==> src/hdl/hcw_pkg.sv <==
package hcw_pkg;

  // Input operation codes.
  typedef enum logic [1:0] {
    OP_INTEGRAL = 2'd0,
    OP_TERM     = 2'd1,
    OP_ENTRY    = 2'd2,
    OP_EVAL     = 2'd3
  } op_t;

  // Configuration register indexes.
  localparam int CFG_IDX_W  = 3;
  localparam int CFG_DATA_W = 10;
  localparam logic [CFG_IDX_W-1:0] REG_IMAGE_ROWS  = 3'd0;
  localparam logic [CFG_IDX_W-1:0] REG_IMAGE_COLS  = 3'd1;
  localparam logic [CFG_IDX_W-1:0] REG_WINDOW_ROWS = 3'd2;
  localparam logic [CFG_IDX_W-1:0] REG_WINDOW_COLS = 3'd3;
  localparam logic [CFG_IDX_W-1:0] REG_TERMS       = 3'd4;
  localparam logic [CFG_IDX_W-1:0] REG_ENTRIES     = 3'd5;

  // Datapath widths.
  localparam int DIV_STEPS   = 14;  // term magnitude bits
  localparam int ADDR_FULL_W = 25;  // unclipped integral address
  localparam int SUM_W       = 40;  // up to 64 terms of 32 bits
  localparam int SCORE_W     = 48;

  typedef struct packed {
    logic [7:0] image_rows;
    logic [7:0] image_cols;
    logic [6:0] window_rows;
    logic [6:0] window_cols;
    logic [4:0] terms_per_entry;
    logic [9:0] entry_count;
  } hcw_cfg_t;

  // One classified item as it waits between the front and the back.
  typedef struct packed {
    op_t         op;
    logic        wr_ok;
    logic [15:0] addr;
    logic [31:0] integral_value;
    logic [13:0] term_value;
    logic [31:0] threshold;
    logic [31:0] weight;
    logic [7:0]  col;
    logic [7:0]  row;
    logic        gate;
    logic [7:0]  cx;
    logic [7:0]  cy;
  } hcw_item_t;

  typedef enum logic [3:0] {
    S_IDLE,
    S_ENT,
    S_TRD,
    S_TCHK,
    S_DIV,
    S_ADDR,
    S_IRD,
    S_IACC,
    S_FEND,
    S_DONE
  } state_t;

endpackage

==> src/hdl/hcw_if.sv <==
interface hcw_in_if;
  logic               valid;
  logic               ready;
  logic [1:0]         opcode;
  logic [15:0]        address;
  logic [31:0]        integral_value;
  logic signed [13:0] term_value;
  logic signed [31:0] feature_threshold;
  logic signed [31:0] weight;
  logic [7:0]         pixel_col;
  logic [7:0]         pixel_row;
  logic               mask_bit;

  modport source (output valid, opcode, address, integral_value, term_value,
                  feature_threshold, weight, pixel_col, pixel_row, mask_bit,
                  input ready);
  modport sink (input valid, opcode, address, integral_value, term_value,
                feature_threshold, weight, pixel_col, pixel_row, mask_bit,
                output ready);
endinterface


==> src/hdl/hcw_front.sv <==
module hcw_front import hcw_pkg::*; #(
  parameter int INTEGRAL_DEPTH = 65536,
  parameter int MAX_TERMS = 16,
  parameter int MAX_ENTRIES = 512
) (
  input  logic      clk,
  input  logic      rst,
  hcw_in_if.sink    in_ch,
  input  hcw_cfg_t  cfg,
  output hcw_item_t head,
  output logic      head_valid,
  input  logic      pop
);

  hcw_item_t  item;
  hcw_item_t  slots [2];
  logic       wp;
  logic       rp;
  logic [1:0] cnt;
  logic       push;
  logic [5:0] x1;
  logic [5:0] y1;
  logic       col_ok;
  logic       row_ok;

  // Half window sizes; the window corner sits this far up and left.
  assign x1 = cfg.window_cols[6:1];
  assign y1 = cfg.window_rows[6:1];

  assign col_ok = (in_ch.pixel_col >= 8'(x1)) &&
                  ((10'(in_ch.pixel_col) + 10'(x1) + 10'd1) <= 10'(cfg.image_cols));
  assign row_ok = (in_ch.pixel_row >= 8'(y1)) &&
                  ((10'(in_ch.pixel_row) + 10'(y1) + 10'd1) <= 10'(cfg.image_rows));

  always_comb begin
    item.op             = op_t'(in_ch.opcode);
    item.addr           = in_ch.address;
    item.integral_value = in_ch.integral_value;
    item.term_value     = in_ch.term_value;
    item.threshold      = in_ch.feature_threshold;
    item.weight         = in_ch.weight;
    item.col            = in_ch.pixel_col;
    item.row            = in_ch.pixel_row;
    item.gate           = in_ch.mask_bit && col_ok && row_ok;
    item.cx             = in_ch.pixel_col - 8'(x1);
    item.cy             = in_ch.pixel_row - 8'(y1);
    unique case (op_t'(in_ch.opcode))
      OP_INTEGRAL: item.wr_ok = 32'(in_ch.address) < 32'(INTEGRAL_DEPTH);
      OP_TERM:     item.wr_ok = 32'(in_ch.address) < 32'(MAX_ENTRIES * MAX_TERMS);
      OP_ENTRY:    item.wr_ok = 32'(in_ch.address) < 32'(MAX_ENTRIES);
      OP_EVAL:     item.wr_ok = 1'b0;
      default:     item.wr_ok = 1'b0;
    endcase
  end

  assign in_ch.ready = (cnt != 2'd2);
  assign push        = in_ch.valid && in_ch.ready;
  assign head        = slots[rp];
  assign head_valid  = (cnt != 2'd0);

  always_ff @(posedge clk) begin
    if (rst) begin
      wp  <= 1'b0;
      rp  <= 1'b0;
      cnt <= 2'd0;
    end else begin
      if (push) begin
        wp <= ~wp;
      end
      if (pop) begin
        rp <= ~rp;
      end
      cnt <= cnt + 2'(push) - 2'(pop);
    end
  end

  always_ff @(posedge clk) begin
    if (push) begin
      slots[wp] <= item;
    end
  end

endmodule

==> src/flat_wrapper.sv <==
// flat-port wrapper written by rule: the top's interface ports become plain ports
module hcw_front_flat import hcw_pkg::*;
#(
  parameter int INTEGRAL_DEPTH = 65536,
  parameter int MAX_TERMS = 16,
  parameter int MAX_ENTRIES = 512
)
  (clk, rst, cfg, head, head_valid, pop, in_ch_valid, in_ch_opcode, in_ch_address, in_ch_integral_value, in_ch_term_value, in_ch_feature_threshold, in_ch_weight, in_ch_pixel_col, in_ch_pixel_row, in_ch_mask_bit, in_ch_ready);
  hcw_in_if in_ch_i ();
  input  logic clk;
  input  logic rst;
  input  hcw_cfg_t cfg;
  output hcw_item_t head;
  output logic head_valid;
  input  logic pop;
  input wire logic [$bits(in_ch_i.valid)-1:0] in_ch_valid;
  input wire logic [$bits(in_ch_i.opcode)-1:0] in_ch_opcode;
  input wire logic [$bits(in_ch_i.address)-1:0] in_ch_address;
  input wire logic [$bits(in_ch_i.integral_value)-1:0] in_ch_integral_value;
  input wire logic [$bits(in_ch_i.term_value)-1:0] in_ch_term_value;
  input wire logic [$bits(in_ch_i.feature_threshold)-1:0] in_ch_feature_threshold;
  input wire logic [$bits(in_ch_i.weight)-1:0] in_ch_weight;
  input wire logic [$bits(in_ch_i.pixel_col)-1:0] in_ch_pixel_col;
  input wire logic [$bits(in_ch_i.pixel_row)-1:0] in_ch_pixel_row;
  input wire logic [$bits(in_ch_i.mask_bit)-1:0] in_ch_mask_bit;
  output wire logic [$bits(in_ch_i.ready)-1:0] in_ch_ready;
  assign in_ch_i.valid = in_ch_valid;
  assign in_ch_i.opcode = in_ch_opcode;
  assign in_ch_i.address = in_ch_address;
  assign in_ch_i.integral_value = in_ch_integral_value;
  assign in_ch_i.term_value = in_ch_term_value;
  assign in_ch_i.feature_threshold = in_ch_feature_threshold;
  assign in_ch_i.weight = in_ch_weight;
  assign in_ch_i.pixel_col = in_ch_pixel_col;
  assign in_ch_i.pixel_row = in_ch_pixel_row;
  assign in_ch_i.mask_bit = in_ch_mask_bit;
  assign in_ch_ready = in_ch_i.ready;
  hcw_front #(.INTEGRAL_DEPTH(INTEGRAL_DEPTH), .MAX_TERMS(MAX_TERMS), .MAX_ENTRIES(MAX_ENTRIES)) u_core (.clk(clk), .rst(rst), .in_ch(in_ch_i), .cfg(cfg), .head(head), .head_valid(head_valid), .pop(pop));
endmodule
==> config.mk <==
export PLATFORM = sky130hd
export DESIGN_NAME = hcw_front_flat
export DESIGN_NICKNAME = d
export VERILOG_FILES = /design/src/hdl/hcw_pkg.sv /design/src/hdl/hcw_if.sv /design/src/hdl/hcw_front.sv /design/src/flat_wrapper.sv
export SDC_FILE = /design/constraint.sdc
export NUM_CORES = 1
export LEC_CHECK = 0
export BUFFER_PORTS_ARGS = -buffer_cell sky130_fd_sc_hd__buf_2
export CAP_MARGIN = 10
export CORE_ASPECT_RATIO = 0.5
export CORE_MARGIN = 1.5
export CORE_UTILIZATION = 40
export CTS_BUF_LIST = sky130_fd_sc_hd__clkbuf_8
export DETAILED_ROUTE_END_ITERATION = 6
export PLACE_DENSITY_LB_ADDON = 0.05
export SETUP_SLACK_MARGIN = 0.2
export SLEW_MARGIN = 20
export SYNTH_ARGS = -nofsm -noshare
export SYNTH_HDL_FRONTEND = slang
export SYNTH_SLANG_ARGS = --single-unit
==> constraint.sdc <==
create_clock -name clk -period 25.2 [get_ports clk]
set_clock_uncertainty 0.15 [all_clocks]
set_input_delay 5.04 -clock clk [delete_from_list [all_inputs] [get_ports clk]]
set_output_delay 5.04 -clock clk [all_outputs]
set_load 0.005 [all_outputs]
==> results_dict.tcl <==
set metrics [dict create \
    status "finished clean" \
    timing.hold.ws_ps 366 \
    cts_htree_levels 2 \
    wl_per_cell_um 18.1 \
    post-cts-setup-buffer-count 0 \
    critPathMaxStageDelay_ps 870 \
    io_buffers 340 \
    clk_path_buf_depth 3 \
    postSynth.asyncResetShare_pct 0 \
    hold_buffers 0 \
    setup_slack_ps 16520 \
    syn-cell-area_um2 13800 \
    n_fill_cell 2963 \
    r2r_slack_ps 22130 \
    fmax_ghz 0.115 \
    via_per_inst 4.71 \
    criticalPathCategory "reg2out" \
    yosys_register_bits 329 \
    gp_congestion 0.742 \
    min_path_cells 2 \
    cp_num_cells 4 \
    drc_errors 0 \
    drtAntennaViolNets 0 \
    setup_viol 0 \
    worstHoldPathType "reg2reg" \
    syn_to_final_growth_pct 22.2 \
    dpl.hpwl_um 20300 \
    grt_pass1_wl_um 44900 \
    rsz0062_at_grt "false" \
    antenna_found_initial 3 \
    dpl_worst_slack_ps 16560 \
    cp-end-kind "output port" \
    yosysMostFrequentCell "edfxtp_1" \
    min_from "u_core.rp" \
    maxCapViolations 0 \
    path_common_cell "buf_4" \
    hold_viol_final 0 \
    cts_buffers 49 \
    ios 358 \
    synth_warnings 0 \
    powerDensity_nw_per_um2 83.0 \
    final_util_pct 50.4 \
    yosys.area.top_type "edfxtp_1" \
    final_nets 1406 \
    r2r_cells 5 \
    slew_headroom_pct 31.8 \
    seq_area_um2 9830 \
    die-area_um2 35800 \
    cp.required_ps 20010 \
    path_cells "buf_4 > buf_4 > mux2_2 > buf_2" \
    syn-num-nets 1034 \
    cts_tree "yes" \
    drt_iter0_drc 317 \
    period_minus_slack_ps 8680 \
    reg2reg_from "u_core.cnt[0]" \
    syn_avg_cell_area_um2 17.5 \
    overflow 0 \
    drt-pass1-iter-count 4 \
    finalCritPeriodShare_pct 34.5 \
    clk_latency_ps 580 \
    path_delay_family "buffers and inverters" \
    grt_max_degree 79 \
    cts_resized 0 \
    synthDistinctLibCells 58 \
    wirelength_um 30200 \
    clk_pin_slew_worst_paths_ps 60 \
    crit_fanout 71 \
    synth_top_area_share_pct 70.3 \
    crit_arrival_ps 3490 \
    syn_inst 792 \
    root_buffer "clkbuf_8" \
    vias 7834 \
    synth-edff-count 324 \
    crit_buf_inv 3 \
    ys.flop_type "edfxtp_1" \
    coreArea_um2 33600 \
    drive_gt1_share_pct 48.3 \
    synth_commonest_cells "324 x edfxtp_1, 162 x mux2_2, 47 x inv_1" \
    start_kind "flop" \
    maxSlewViolCount 0 \
    die_w_um 266 \
    multiInputGateArea_um2 3730 \
    num_rows 47 \
    die_y_um 135 \
    synthTopCellsByArea "edfxtp_1 70%, mux2_2 13%, ha_1 4.0%, xnor2_1 1.5%, inv_1 1.3%" \
    grt_usage_pct 16.4 \
    synth-seq-area-share_pct 71.0 \
    finalSetupTns_ps 0 \
    rr_endpoint "u_core.slots[1][102]" \
    crit_slowest_cell "buf_4" \
    cellLeakagePower_nw 6.56 \
    worst_pin_slew_ps 1020 \
    initial_utilization_pct 41.2 \
    ir_drop_v 0.0000370 \
    cts.sinks 329 \
    grt_pass1_vias 8150 \
]
-- sequential cells by signal (all words and copies together), names as in the netlist, named ones only --
name          cells
u_core.slots    324
u_core.cnt        2
u_core.rp         1
u_core.wp         1
-- metrics by stage --
step           instance area (um2)  cells  power, W
6_report                     16900   1665   0.00140
5_1_grt                      16900   1665   0.00148
4_1_cts                      16900   1662   0.00143
3_5_place_dp                 16100   1578   0.00104
3_3_place_gp                 16100   1578   0.00103
2_1_floorplan                13800    792  0.000924
-- where the power goes --
part           switching [W]  total [W]  internal [W]
Combinational       0.000157   0.000285      0.000128
Sequential         0.0000203   0.000734      0.000713
Clock               0.000202   0.000386      0.000184
Total               0.000379    0.00140       0.00103
-- cells in the final DEF (no fill, tap or decap), types with 5 or more instances in the layout --
master and instances:
a21oi_1 16, buf_2 340, buf_4 5, clkbuf_8 50, clkinv_1 16, edfxtp_1 324, ha_1 44, inv_1 60
mux2_2 162, nand2b_1 7, nand4_1 5, nor2_1 14, nor2b_1 13, nor3_1 10, o21ai_0 7, xnor2_1 23
xor2_1 12
-- cell families (layout without fill, tap and decap cells) --
| family | count (synthesis) | after routing | share of synthesized area [%] |
|---|---|---|---|
| multiplexers | 163 | 163 | 13.3 |
| AND/OR/NAND/NOR | 80 | 80 | 3.61 |
| flip-flops | 329 | 329 | 71.0 |
| XOR/XNOR | 35 | 35 | 2.21 |
| AO/OA/AOI/OAI | 64 | 64 | 3.20 |
| buffers and inverters | 73 | 478 | 2.17 |
| other | 0 | 3 | 0 |
| adder cells (fa/ha/maj) | 48 | 48 | 4.56 |
-- worst max-delay path by stage --
stage | startpoint | end | slack [ps]
after floorplan | in_ch_valid | u_core.slots[0][0] | 12510
after global placement | in_ch_pixel_row[0] | u_core.slots[0][16] | 16600
after detailed placement | in_ch_pixel_row[0] | u_core.slots[0][16] | 16560
after CTS | flop | head[117] | 16370
after global routing | flop | head[129] | 16220
final | flop | head[129] | 16520
-- worst register-to-register path, cell delays in order, from the launching register on --
cell and delay (ps):
dfxtp_1 320, inv_1 50, nand2_1 100, and3_4 580, buf_6 720, buf_4 740
-- cell type report --
cell class / count / area share [%]
antenna: 3 / 0.0444
multi-input combinational: 390 / 22.0
inverter: 47 / 1.04
tap: 465 / 3.44
timing repair buffer: 347 / 10.4
sequential: 329 / 58.1
clock inverter: 34 / 0.850
clock buffer: 50 / 4.07
-- routing by layer --
layer	GRT usage, %	part of all wire, %	vias up
li1	-	-	3786
met1	18.8	39	3832
met2	30.4	54	176
met3	3.76	4.8	40
met4	5.52	1.8	0
met5	0	0	-
Note: power is estimated with default switching activity, not from simulation.
